`src/gray_alpha_quantize_pack_defines.svh`:
```
`ifndef GRAY_ALPHA_QUANTIZE_PACK_DEFINES_SVH
`define GRAY_ALPHA_QUANTIZE_PACK_DEFINES_SVH

// Checks sampled on clk, suspended while rst_n is low.
`define GAQP_ASSERT_IMP(label, ante, cons, msg) \
    label: assert property (@(posedge clk) disable iff (!rst_n) (ante) |-> (cons)) \
        else $error(msg);

`define GAQP_ASSERT_NEXT(label, ante, cons, msg) \
    label: assert property (@(posedge clk) disable iff (!rst_n) (ante) |=> (cons)) \
        else $error(msg);

`endif

```
`src/gaqp_pkg.sv`:
```
`default_nettype none

package gaqp_pkg;

    localparam int unsigned CFG_INDEX_W = 2;
    localparam int unsigned CFG_DATA_W  = 4;

    typedef enum logic [CFG_INDEX_W-1:0] {
        CFG_GRAY_WIDTH     = 2'd0,
        CFG_ALPHA_WIDTH    = 2'd1,
        CFG_COLOR_CHANNELS = 2'd2
    } cfg_index_t;

    localparam logic [3:0] GRAY_WIDTH_RESET     = 4'd4;
    localparam logic [2:0] ALPHA_WIDTH_RESET    = 3'd0;
    localparam logic [1:0] COLOR_CHANNELS_RESET = 2'd3;

    localparam int unsigned RECIP_SHIFT = 20;
    localparam int unsigned RECIP_W     = RECIP_SHIFT + 1;
    localparam int unsigned RECIP_ONE   = 1 << RECIP_SHIFT;

    // ceil(2^20 / d) for the gray divisor (channels*255)/(2^bits-1)
    localparam logic [RECIP_W-1:0] GRAY_RECIP [3][8] = '{
        '{ RECIP_W'((RECIP_ONE + 254) / 255), RECIP_W'((RECIP_ONE + 84) / 85),
           RECIP_W'((RECIP_ONE + 35) / 36),   RECIP_W'((RECIP_ONE + 16) / 17),
           RECIP_W'((RECIP_ONE + 7) / 8),     RECIP_W'((RECIP_ONE + 3) / 4),
           RECIP_W'((RECIP_ONE + 1) / 2),     RECIP_W'(RECIP_ONE) },
        '{ RECIP_W'((RECIP_ONE + 509) / 510), RECIP_W'((RECIP_ONE + 169) / 170),
           RECIP_W'((RECIP_ONE + 71) / 72),   RECIP_W'((RECIP_ONE + 33) / 34),
           RECIP_W'((RECIP_ONE + 15) / 16),   RECIP_W'((RECIP_ONE + 7) / 8),
           RECIP_W'((RECIP_ONE + 3) / 4),     RECIP_W'((RECIP_ONE + 1) / 2) },
        '{ RECIP_W'((RECIP_ONE + 764) / 765), RECIP_W'((RECIP_ONE + 254) / 255),
           RECIP_W'((RECIP_ONE + 108) / 109), RECIP_W'((RECIP_ONE + 50) / 51),
           RECIP_W'((RECIP_ONE + 23) / 24),   RECIP_W'((RECIP_ONE + 11) / 12),
           RECIP_W'((RECIP_ONE + 5) / 6),     RECIP_W'((RECIP_ONE + 2) / 3) }
    };

    // ceil(2^20 / (255/(2^bits-1))); no alpha bits gives zero
    localparam logic [RECIP_W-1:0] ALPHA_RECIP [8] = '{
        RECIP_W'(0),
        RECIP_W'((RECIP_ONE + 254) / 255), RECIP_W'((RECIP_ONE + 84) / 85),
        RECIP_W'((RECIP_ONE + 35) / 36),   RECIP_W'((RECIP_ONE + 16) / 17),
        RECIP_W'((RECIP_ONE + 7) / 8),     RECIP_W'((RECIP_ONE + 3) / 4),
        RECIP_W'((RECIP_ONE + 1) / 2)
    };

    typedef struct packed {
        logic [7:0] code;
        logic       last;
    } item_t;

    typedef struct packed {
        logic [3:0] code_bits;
        logic [3:0] per_byte;
    } pack_cfg_t;

    function automatic logic [3:0] pixels_per_byte(input logic [3:0] code_bits);
        logic [3:0] n;
        case (code_bits) inside
            4'd1:          n = 4'd8;
            4'd2:          n = 4'd4;
            [4'd3:4'd4]:   n = 4'd2;
            default:       n = 4'd1;
        endcase
        return n;
    endfunction

endpackage

`default_nettype wire

```
`src/gaqp_ifs.sv`:
```
`default_nettype none

interface gaqp_pixel_if;
    logic       valid;
    logic       ready;
    logic [7:0] chan_red;
    logic [7:0] chan_green;
    logic [7:0] chan_blue;
    logic [7:0] chan_alpha;
    logic       last_pixel;

    modport source (output valid, chan_red, chan_green, chan_blue, chan_alpha, last_pixel,
                    input ready);
    modport sink (input valid, chan_red, chan_green, chan_blue, chan_alpha, last_pixel,
                  output ready);
endinterface

interface gaqp_byte_if;
    logic       valid;
    logic       ready;
    logic [7:0] packed_byte;
    logic       is_last;

    modport source (output valid, packed_byte, is_last, input ready);
    modport sink (input valid, packed_byte, is_last, output ready);
endinterface

interface gaqp_cfg_if;
    logic                               valid;
    logic                               ready;
    logic [gaqp_pkg::CFG_INDEX_W-1:0]   index;
    logic [gaqp_pkg::CFG_DATA_W-1:0]    data;

    modport source (output valid, index, data, input ready);
    modport sink (input valid, index, data, output ready);
endinterface

`default_nettype wire

```
`src/gaqp_front.sv`:
```
`default_nettype none

module gaqp_front (
    input  wire logic                clk,
    input  wire logic                rst_n,
    gaqp_pixel_if.sink               pixel,
    gaqp_cfg_if.sink                 cfg,
    output gaqp_pkg::item_t          item,
    output logic                     item_valid,
    input  wire logic                item_ready,
    output gaqp_pkg::pack_cfg_t      pcfg
);

    logic [3:0] gray_width_reg;
    logic [2:0] alpha_width_reg;
    logic [1:0] color_channels_reg;

    logic [3:0] vb_eff;
    logic [3:0] room;
    logic [2:0] ab_eff;
    logic [1:0] cc_eff;
    logic [1:0] cc_idx;
    logic [2:0] vb_idx;
    logic [3:0] code_bits;
    logic [7:0] vmax;
    logic [7:0] amax;

    logic [9:0]                          sum;
    logic [gaqp_pkg::RECIP_W-1:0]        gray_recip;
    logic [gaqp_pkg::RECIP_W-1:0]        alpha_recip;
    logic [gaqp_pkg::RECIP_W+9:0]        gray_prod;
    logic [gaqp_pkg::RECIP_W+7:0]        alpha_prod;

    logic       accept;
    logic       stage_valid_reg;
    logic       stage_valid_next;
    logic [9:0] gray_q_reg;
    logic [8:0] alpha_q_reg;
    logic       last_reg;

    logic [7:0]  gray_sat;
    logic [7:0]  alpha_sat;
    logic [15:0] code_wide;

    assign cfg.ready = 1'b1;

    always_ff @(posedge clk or negedge rst_n)
    begin
        if (!rst_n)
        begin
            gray_width_reg     <= gaqp_pkg::GRAY_WIDTH_RESET;
            alpha_width_reg    <= gaqp_pkg::ALPHA_WIDTH_RESET;
            color_channels_reg <= gaqp_pkg::COLOR_CHANNELS_RESET;
        end
        else if (cfg.valid)
        begin
            case (cfg.index)
                gaqp_pkg::CFG_GRAY_WIDTH:     gray_width_reg     <= cfg.data;
                gaqp_pkg::CFG_ALPHA_WIDTH:    alpha_width_reg    <= cfg.data[2:0];
                gaqp_pkg::CFG_COLOR_CHANNELS: color_channels_reg <= cfg.data[1:0];
                default:                      ;
            endcase
        end
    end

    always_comb
    begin
        if (gray_width_reg == 4'd0)
            vb_eff = 4'd1;
        else if (gray_width_reg > 4'd8)
            vb_eff = 4'd8;
        else
            vb_eff = gray_width_reg;
        room   = 4'd8 - vb_eff;
        ab_eff = ({1'b0, alpha_width_reg} > room) ? room[2:0] : alpha_width_reg;
        cc_eff = (color_channels_reg == 2'd0) ? 2'd1 : color_channels_reg;
    end

    assign cc_idx    = 2'(cc_eff - 2'd1);
    assign vb_idx    = 3'(vb_eff - 4'd1);
    assign code_bits = vb_eff + {1'b0, ab_eff};
    assign vmax      = 8'((9'd1 << vb_eff) - 9'd1);
    assign amax      = 8'((9'd1 << ab_eff) - 9'd1);

    assign pcfg.code_bits = code_bits;
    assign pcfg.per_byte  = gaqp_pkg::pixels_per_byte(code_bits);

    assign sum = {2'b00, pixel.chan_red}
               + ((cc_eff >= 2'd2) ? {2'b00, pixel.chan_green} : 10'd0)
               + ((cc_eff == 2'd3) ? {2'b00, pixel.chan_blue}  : 10'd0);

    assign gray_recip  = gaqp_pkg::GRAY_RECIP[cc_idx][vb_idx];
    assign alpha_recip = gaqp_pkg::ALPHA_RECIP[ab_eff];
    assign gray_prod   = (gaqp_pkg::RECIP_W+10)'(sum) * (gaqp_pkg::RECIP_W+10)'(gray_recip);
    assign alpha_prod  = (gaqp_pkg::RECIP_W+8)'(pixel.chan_alpha)
                       * (gaqp_pkg::RECIP_W+8)'(alpha_recip);

    assign accept      = pixel.valid && pixel.ready;
    assign pixel.ready = !stage_valid_reg || item_ready;

    always_comb
    begin
        if (accept)
            stage_valid_next = 1'b1;
        else if (item_ready)
            stage_valid_next = 1'b0;
        else
            stage_valid_next = stage_valid_reg;
    end

    always_ff @(posedge clk or negedge rst_n)
    begin
        if (!rst_n)
            stage_valid_reg <= 1'b0;
        else
            stage_valid_reg <= stage_valid_next;
    end

    always_ff @(posedge clk)
    begin
        if (accept)
        begin
            gray_q_reg  <= gray_prod[gaqp_pkg::RECIP_SHIFT +: 10];
            alpha_q_reg <= alpha_prod[gaqp_pkg::RECIP_SHIFT +: 9];
            last_reg    <= pixel.last_pixel;
        end
    end

    assign gray_sat  = (gray_q_reg > {2'b00, vmax}) ? vmax : gray_q_reg[7:0];
    assign alpha_sat = (alpha_q_reg > {1'b0, amax}) ? amax : alpha_q_reg[7:0];
    assign code_wide = ({8'd0, gray_sat} << ab_eff) | {8'd0, alpha_sat};

    assign item.code  = code_wide[7:0];
    assign item.last  = last_reg;
    assign item_valid = stage_valid_reg;

endmodule

`default_nettype wire

```
`src/gaqp_queue.sv`:
```
`default_nettype none

`include "gray_alpha_quantize_pack_defines.svh"

module gaqp_queue #(
    parameter int unsigned DEPTH = 4
) (
    input  wire logic            clk,
    input  wire logic            rst_n,
    input  wire gaqp_pkg::item_t push_data,
    input  wire logic            push_valid,
    output logic                 push_ready,
    output gaqp_pkg::item_t      pop_data,
    output logic                 pop_valid,
    input  wire logic            pop_ready
);

    localparam int unsigned AW = (DEPTH > 1) ? $clog2(DEPTH) : 1;
    localparam int unsigned CW = $clog2(DEPTH + 1);

    gaqp_pkg::item_t slots [DEPTH];

    logic [AW-1:0] wr_ptr_reg;
    logic [AW-1:0] wr_ptr_next;
    logic [AW-1:0] rd_ptr_reg;
    logic [AW-1:0] rd_ptr_next;
    logic [CW-1:0] count_reg;
    logic [CW-1:0] count_next;
    logic          push;
    logic          pop;

    assign push_ready = (count_reg != CW'(DEPTH));
    assign pop_valid  = (count_reg != '0);
    assign push       = push_valid && push_ready;
    assign pop        = pop_valid && pop_ready;
    assign pop_data   = slots[rd_ptr_reg];

    always_comb
    begin
        wr_ptr_next = wr_ptr_reg;
        rd_ptr_next = rd_ptr_reg;
        count_next  = count_reg;
        if (push)
            wr_ptr_next = (wr_ptr_reg == AW'(DEPTH - 1)) ? '0 : wr_ptr_reg + 1'b1;
        if (pop)
            rd_ptr_next = (rd_ptr_reg == AW'(DEPTH - 1)) ? '0 : rd_ptr_reg + 1'b1;
        if (push && !pop)
            count_next = count_reg + 1'b1;
        else if (pop && !push)
            count_next = count_reg - 1'b1;
    end

    always_ff @(posedge clk or negedge rst_n)
    begin
        if (!rst_n)
        begin
            wr_ptr_reg <= '0;
            rd_ptr_reg <= '0;
            count_reg  <= '0;
        end
        else
        begin
            wr_ptr_reg <= wr_ptr_next;
            rd_ptr_reg <= rd_ptr_next;
            count_reg  <= count_next;
        end
    end

    always_ff @(posedge clk)
    begin
        if (push)
            slots[wr_ptr_reg] <= push_data;
    end

    `GAQP_ASSERT_IMP(a_count_bound, 1'b1, count_reg <= CW'(DEPTH), "queue count over depth")
    `GAQP_ASSERT_NEXT(a_count_up, push && !pop, count_reg == $past(count_reg) + 1'b1, "no rise")
    `GAQP_ASSERT_NEXT(a_count_down, pop && !push, count_reg == $past(count_reg) - 1'b1, "no fall")

endmodule

`default_nettype wire

```
`src/gaqp_pack.sv`:
```
`default_nettype none

`include "gray_alpha_quantize_pack_defines.svh"

module gaqp_pack (
    input  wire logic                clk,
    input  wire logic                rst_n,
    input  wire gaqp_pkg::item_t     item,
    input  wire logic                item_valid,
    output logic                     item_ready,
    input  wire gaqp_pkg::pack_cfg_t pcfg,
    gaqp_byte_if.source              result
);

    logic [7:0] partial_reg;
    logic [7:0] partial_next;
    logic [2:0] slot_reg;
    logic [2:0] slot_next;
    logic       out_valid_reg;
    logic       out_valid_next;
    logic [7:0] out_byte_reg;
    logic       out_last_reg;

    logic        pop;
    logic        emit;
    logic        out_stall;
    logic [5:0]  shift;
    logic [15:0] code_shifted;
    logic [7:0]  merged;

    assign out_stall  = out_valid_reg && !result.ready;
    assign item_ready = !out_valid_reg || result.ready;
    assign pop        = item_valid && item_ready;

    assign shift        = 6'(slot_reg) * 6'(pcfg.code_bits);
    assign code_shifted = {8'd0, item.code} << shift[2:0];
    assign merged       = (shift < 6'd8) ? (partial_reg | code_shifted[7:0]) : partial_reg;
    assign emit         = (({1'b0, slot_reg} + 4'd1) >= pcfg.per_byte) || item.last;

    always_comb
    begin
        partial_next   = partial_reg;
        slot_next      = slot_reg;
        out_valid_next = out_valid_reg && !result.ready;
        if (pop)
        begin
            if (emit)
            begin
                partial_next   = '0;
                slot_next      = '0;
                out_valid_next = 1'b1;
            end
            else
            begin
                partial_next = merged;
                slot_next    = slot_reg + 1'b1;
            end
        end
    end

    always_ff @(posedge clk or negedge rst_n)
    begin
        if (!rst_n)
        begin
            partial_reg   <= '0;
            slot_reg      <= '0;
            out_valid_reg <= 1'b0;
        end
        else
        begin
            partial_reg   <= partial_next;
            slot_reg      <= slot_next;
            out_valid_reg <= out_valid_next;
        end
    end

    always_ff @(posedge clk)
    begin
        if (pop && emit)
        begin
            out_byte_reg <= merged;
            out_last_reg <= item.last;
        end
    end

    assign result.valid       = out_valid_reg;
    assign result.packed_byte = out_byte_reg;
    assign result.is_last     = out_last_reg;

    `GAQP_ASSERT_NEXT(a_stall_holds_slot, out_stall, $stable(slot_reg), "slot moved in stall")
    `GAQP_ASSERT_NEXT(a_emit_clears, pop && emit, {slot_reg, partial_reg} == '0, "not cleared")
    `GAQP_ASSERT_NEXT(a_slot_advance, pop && !emit, slot_reg == $past(slot_reg) + 1'b1, "slot stuck")

endmodule

`default_nettype wire

```
`src/gray_alpha_quantize_pack.sv`:
```
// Channel   Kind     Payload
// pixel     in       chan_red, chan_green, chan_blue, chan_alpha, last_pixel
// cfg       in       index (0 gray width, 1 alpha width, 2 color channels), data
// result    out      packed_byte, is_last
//
// One pixel per clock sustained while result is ready; divides are reciprocal multiplies in one front stage.
// A byte is loaded into the output register after its last pixel passes the front stage register and the queue.
// rst_n clears the byte being filled, the slot count, the queue and restores register defaults.
// A stalled result holds the packer; the queue and the front stage take QUEUE_DEPTH + 1
// pixels before pixel stalls.
`default_nettype none

module gray_alpha_quantize_pack #(
    parameter int unsigned QUEUE_DEPTH = 4
) (
    input  wire logic        clk,
    input  wire logic        rst_n,
    gaqp_pixel_if.sink       pixel,
    gaqp_cfg_if.sink         cfg,
    gaqp_byte_if.source      result
);

    gaqp_pkg::item_t     front_item;
    logic                front_valid;
    logic                front_ready;
    gaqp_pkg::item_t     back_item;
    logic                back_valid;
    logic                back_ready;
    gaqp_pkg::pack_cfg_t pcfg;

    gaqp_front u_front (
        .clk        (clk),
        .rst_n      (rst_n),
        .pixel      (pixel),
        .cfg        (cfg),
        .item       (front_item),
        .item_valid (front_valid),
        .item_ready (front_ready),
        .pcfg       (pcfg)
    );

    gaqp_queue #(
        .DEPTH (QUEUE_DEPTH)
    ) u_queue (
        .clk        (clk),
        .rst_n      (rst_n),
        .push_data  (front_item),
        .push_valid (front_valid),
        .push_ready (front_ready),
        .pop_data   (back_item),
        .pop_valid  (back_valid),
        .pop_ready  (back_ready)
    );

    gaqp_pack u_pack (
        .clk        (clk),
        .rst_n      (rst_n),
        .item       (back_item),
        .item_valid (back_valid),
        .item_ready (back_ready),
        .pcfg       (pcfg),
        .result     (result)
    );

endmodule

`default_nettype wire

```
`src/flat_wrapper.sv`:
```
// flat-port wrapper written by rule: the top's interface ports become plain ports
module gray_alpha_quantize_pack_flat 
#(
    parameter int unsigned QUEUE_DEPTH = 4
)
  (clk, rst_n, pixel_valid, pixel_chan_red, pixel_chan_green, pixel_chan_blue, pixel_chan_alpha, pixel_last_pixel, pixel_ready, cfg_valid, cfg_index, cfg_data, cfg_ready, result_valid, result_packed_byte, result_is_last, result_ready);
  gaqp_pixel_if pixel_i ();
  gaqp_cfg_if cfg_i ();
  gaqp_byte_if result_i ();
  input  wire logic clk;
  input  wire logic rst_n;
  input wire logic [$bits(pixel_i.valid)-1:0] pixel_valid;
  input wire logic [$bits(pixel_i.chan_red)-1:0] pixel_chan_red;
  input wire logic [$bits(pixel_i.chan_green)-1:0] pixel_chan_green;
  input wire logic [$bits(pixel_i.chan_blue)-1:0] pixel_chan_blue;
  input wire logic [$bits(pixel_i.chan_alpha)-1:0] pixel_chan_alpha;
  input wire logic [$bits(pixel_i.last_pixel)-1:0] pixel_last_pixel;
  output wire logic [$bits(pixel_i.ready)-1:0] pixel_ready;
  input wire logic [$bits(cfg_i.valid)-1:0] cfg_valid;
  input wire logic [$bits(cfg_i.index)-1:0] cfg_index;
  input wire logic [$bits(cfg_i.data)-1:0] cfg_data;
  output wire logic [$bits(cfg_i.ready)-1:0] cfg_ready;
  output wire logic [$bits(result_i.valid)-1:0] result_valid;
  output wire logic [$bits(result_i.packed_byte)-1:0] result_packed_byte;
  output wire logic [$bits(result_i.is_last)-1:0] result_is_last;
  input wire logic [$bits(result_i.ready)-1:0] result_ready;
  assign pixel_i.valid = pixel_valid;
  assign pixel_i.chan_red = pixel_chan_red;
  assign pixel_i.chan_green = pixel_chan_green;
  assign pixel_i.chan_blue = pixel_chan_blue;
  assign pixel_i.chan_alpha = pixel_chan_alpha;
  assign pixel_i.last_pixel = pixel_last_pixel;
  assign pixel_ready = pixel_i.ready;
  assign cfg_i.valid = cfg_valid;
  assign cfg_i.index = cfg_index;
  assign cfg_i.data = cfg_data;
  assign cfg_ready = cfg_i.ready;
  assign result_valid = result_i.valid;
  assign result_packed_byte = result_i.packed_byte;
  assign result_is_last = result_i.is_last;
  assign result_i.ready = result_ready;
  gray_alpha_quantize_pack #(.QUEUE_DEPTH(QUEUE_DEPTH)) u_core (.clk(clk), .rst_n(rst_n), .pixel(pixel_i), .cfg(cfg_i), .result(result_i));
endmodule
```
`config.mk`:
```
export PLATFORM = sky130hd
export DESIGN_NAME = gray_alpha_quantize_pack_flat
export DESIGN_NICKNAME = d
export VERILOG_FILES = /design/src/gaqp_pkg.sv /design/src/gaqp_ifs.sv /design/src/gaqp_front.sv /design/src/gaqp_queue.sv /design/src/gaqp_pack.sv /design/src/gray_alpha_quantize_pack.sv /design/src/flat_wrapper.sv
export VERILOG_INCLUDE_DIRS = /design/src /design/src/src
export SDC_FILE = /design/constraint.sdc
export NUM_CORES = 1
export LEC_CHECK = 0
export BUFFER_PORTS_ARGS = -buffer_cell sky130_fd_sc_hd__buf_2
export CORE_MARGIN = 5
export CORE_UTILIZATION = 25
export CTS_CLUSTER_SIZE = 28
export DETAILED_ROUTE_END_ITERATION = 12
export HOLD_SLACK_MARGIN = 0.1
export PLACE_DENSITY_LB_ADDON = 0.12
export SYNTH_ARGS = -nofsm -noshare
export SYNTH_HDL_FRONTEND = slang
export SYNTH_SLANG_ARGS = --single-unit
```
`constraint.sdc`:
```
create_clock -name clk -period 8.8 [get_ports clk]
set_input_delay 0 -clock clk [delete_from_list [all_inputs] [get_ports clk]]
set_output_delay 0 -clock clk [all_outputs]
set_load 0.005 [all_outputs]
```
==> out/qor.csv <==
metric,value,unit
row_count,92,
syn_nets,2161,
fp.coreArea,62700,um^2
clock_path_buffers,2,
synth_edf_count,65,
period_needed,8400,ps
root_buffer,clkbuf_16,
cts.sinks,94,
finalHoldViolCount,0,
nets,2250,
mostFrequentLayoutCells,"inv_1, fa_1, nand2_1",
multi_input_area,11800,um^2
worstMarginPinSlew,1220,ps
grt_use_total,0.132,
numCtsBuffers,9,
grt_max_degree,30,
hpwl,36800,um
rsz0062_at_grt,yes,
gp_congestion,0.812,
setup_viol,0,
ant_nets,0,
die_x,261,um
crit_path_end_kind,flip-flop,
boundaryPins,56,
antennaDiodeCount,0,
crit_fanout,9,
synthCells,1704,
antenna_found_initial,0,
area_delta_synth_final,13.3,%
final_common_cell,inv_1,
syn_avg_cell_area,9.26,um^2
viasPerCell,4.42,
clock_skew,12.2,ps
hold_path.class,input port to async pin,
yosys_most_used_dff,edfxtp_1,
synth_async_sr_flop_share,0.309,
dieHeight,261,um
ff_latch_area,2680,um^2
grt_pass1_wl,71600,um
first_iter_violations,489,
ys_ff_latch,94,
status,"finished, final reports clean",
critPathKind,flip-flop to flip-flop,
dr_total_vias,11686,
htreeDepth,3,
wl_per_cell,16.6,um
yosysUniqueCellTypes,83,
floorplan.initialDensity,0.251,
critPathLaunchType,flip-flop,
worstPathArrival,8500,ps
die_area,68200,um^2
drv_cap,0,
cts_tree,yes,
slew_headroom,0.183,
clock_latency,360,ps
fill_cells,6706,
drc,0,
io_buffer_count,54,
slew_violations,0,
min_period_over_period,0.954,
drtPass1Iterations,5,
whs,274,ps
ys_seq_area_frac,0.170,
path_clk_slew,80,ps
grt_overflow,0,
yosys_warnings,0,
routed_wl,43800,um
drive_above_1_share,0.111,
grt_pass1_vias,12510,
crit_required,8910,ps
fmax,0.119,GHz
largest_reg_flops,36,
netlist_area,15800,um^2
## metrics by stage
step,cell area [um^2],TNS [ps],utilization,setup WS [ps],cells
floorplan,15800,0,-,15.9,1704
global placement,17400,0,0.277,236,2613
detailed placement,17400,0,0.277,113,2613
CTS,17800,0,0.284,92.1,2643
global route,17900,-35.0,0.285,-35.0,2644
finish,17900,0,0.285,404,2644
## cells by family (layout without fill, tap and decap cells)
family,after synthesis,in the layout,synth area share
xor+xnor,46,46,0.0255
mux,42,42,0.0365
compound gates,198,198,0.0844
flops,94,94,0.170
fa+ha+maj,413,413,0.434
simple gates,551,551,0.163
other cells,1,1,0.000238
buf+inv,359,453,0.0864
## worst paths after layout
path                       cells after the start                                             start                                           end  slack [ps]
min                                            2                                             rst_n      u_core.u_pack.partial_reg[4]$_DFFE_PN0P_         270
min reg2reg                                    2          u_core.u_pack.partial_reg[1]$_DFFE_PN0P_      u_core.u_pack.partial_reg[1]$_DFFE_PN0P_         500
max in group asynchronous                      2                                             rst_n  u_core.u_front.gray_width_reg[3]$_DFFE_PN0P_        8010
min in group clk                               3                                       pixel_valid         u_core.u_front.item_valid$_DFFE_PN0P_         380
max                                           27  u_core.u_front.color_channels_reg[1]$_DFFE_PN1P_        u_core.u_front.gray_q_reg[9]$_DFFE_PP_         400
max reg2reg                                   27  u_core.u_front.color_channels_reg[1]$_DFFE_PN1P_        u_core.u_front.gray_q_reg[9]$_DFFE_PP_         400
## final cells by class
cell class	count	share of cell area
multi-input combinational	1251	0.659
sequential	94	0.150
inverter	305	0.0641
tap	846	0.0593
timing repair buffer	132	0.0510
clock buffer	9	0.0126
clock inverter	7	0.00343
## routing by layer
| metal | part of all wire | global-route usage | up-vias |
|---|---|---|---|
| met5 | 0 | 0 | - |
| met4 | 0.0073 | 0.0182 | 0 |
| met3 | 0.017 | 0.0103 | 18 |
| met2 | 0.46 | 0.216 | 116 |
| met1 | 0.51 | 0.196 | 5851 |
| li1 | - | - | 5701 |
## critical path, stage by stage (launching register included)
cell and delay [ps]:
dfstp_2 550, buf_4 150, and3_1 170, fa_1 410
ha_1 240, fa_1 400, a21oi_1 160, nor2_1 60
nor2_1 140, nor2b_1 90, o211ai_1 550, buf_4 270
nor2_1 70, fa_1 470, fa_1 440, fa_1 490
fa_1 560, inv_1 60, fa_1 540, inv_1 40
ha_1 300, or4_1 590, a311oi_2 250, o211ai_1 200
a2111o_1 420, a31o_2 250, a21oi_1 170, xnor2_1 90
## synthesized netlist by cell type, drive strengths merged, types with 4 or more instances
master  instances  area [um^2]
nand4b          4         35.0
nand2b         21          131
mux2           18          210
a211oi          6         45.0
ha            190         2380
nor2          161          604
nand3b          4         30.0
nand2         190          713
xor2           19          166
edfxtp         65         1950
nor2b          10         70.1
mux2i          14          140
o21bai         11         82.6
inv           304         1140
mux4           10          225
nand3          18         90.1
nor3           21          105
dfrtp          26          651
or3             9         57.6
and2           50          319
o21ai          54          270
nor4            4         25.0
a21boi          7         52.6
o21a           17          128
xnor2          27          236
fa            223         4460
a21o           10         75.1
clkbuf         47          176
o31ai          11         82.6
buf             7         41.3
and3           29          181
a31o            4         35.0
o211ai          4         30.0
a21oi          31          155
nand4          15         93.8
or2             7         43.8
## timing repair
item | in CTS | in global routing
setup buffers | 0 | 1
gates resized for setup | 0 | 10
hold endpoints to repair | 38 | 0
hold buffers | 14 | 0
setup endpoints to repair | 0 | 5
Power is not shown: default switching activity piles up to over one toggle a cycle in this logic, so the estimate is an artifact.
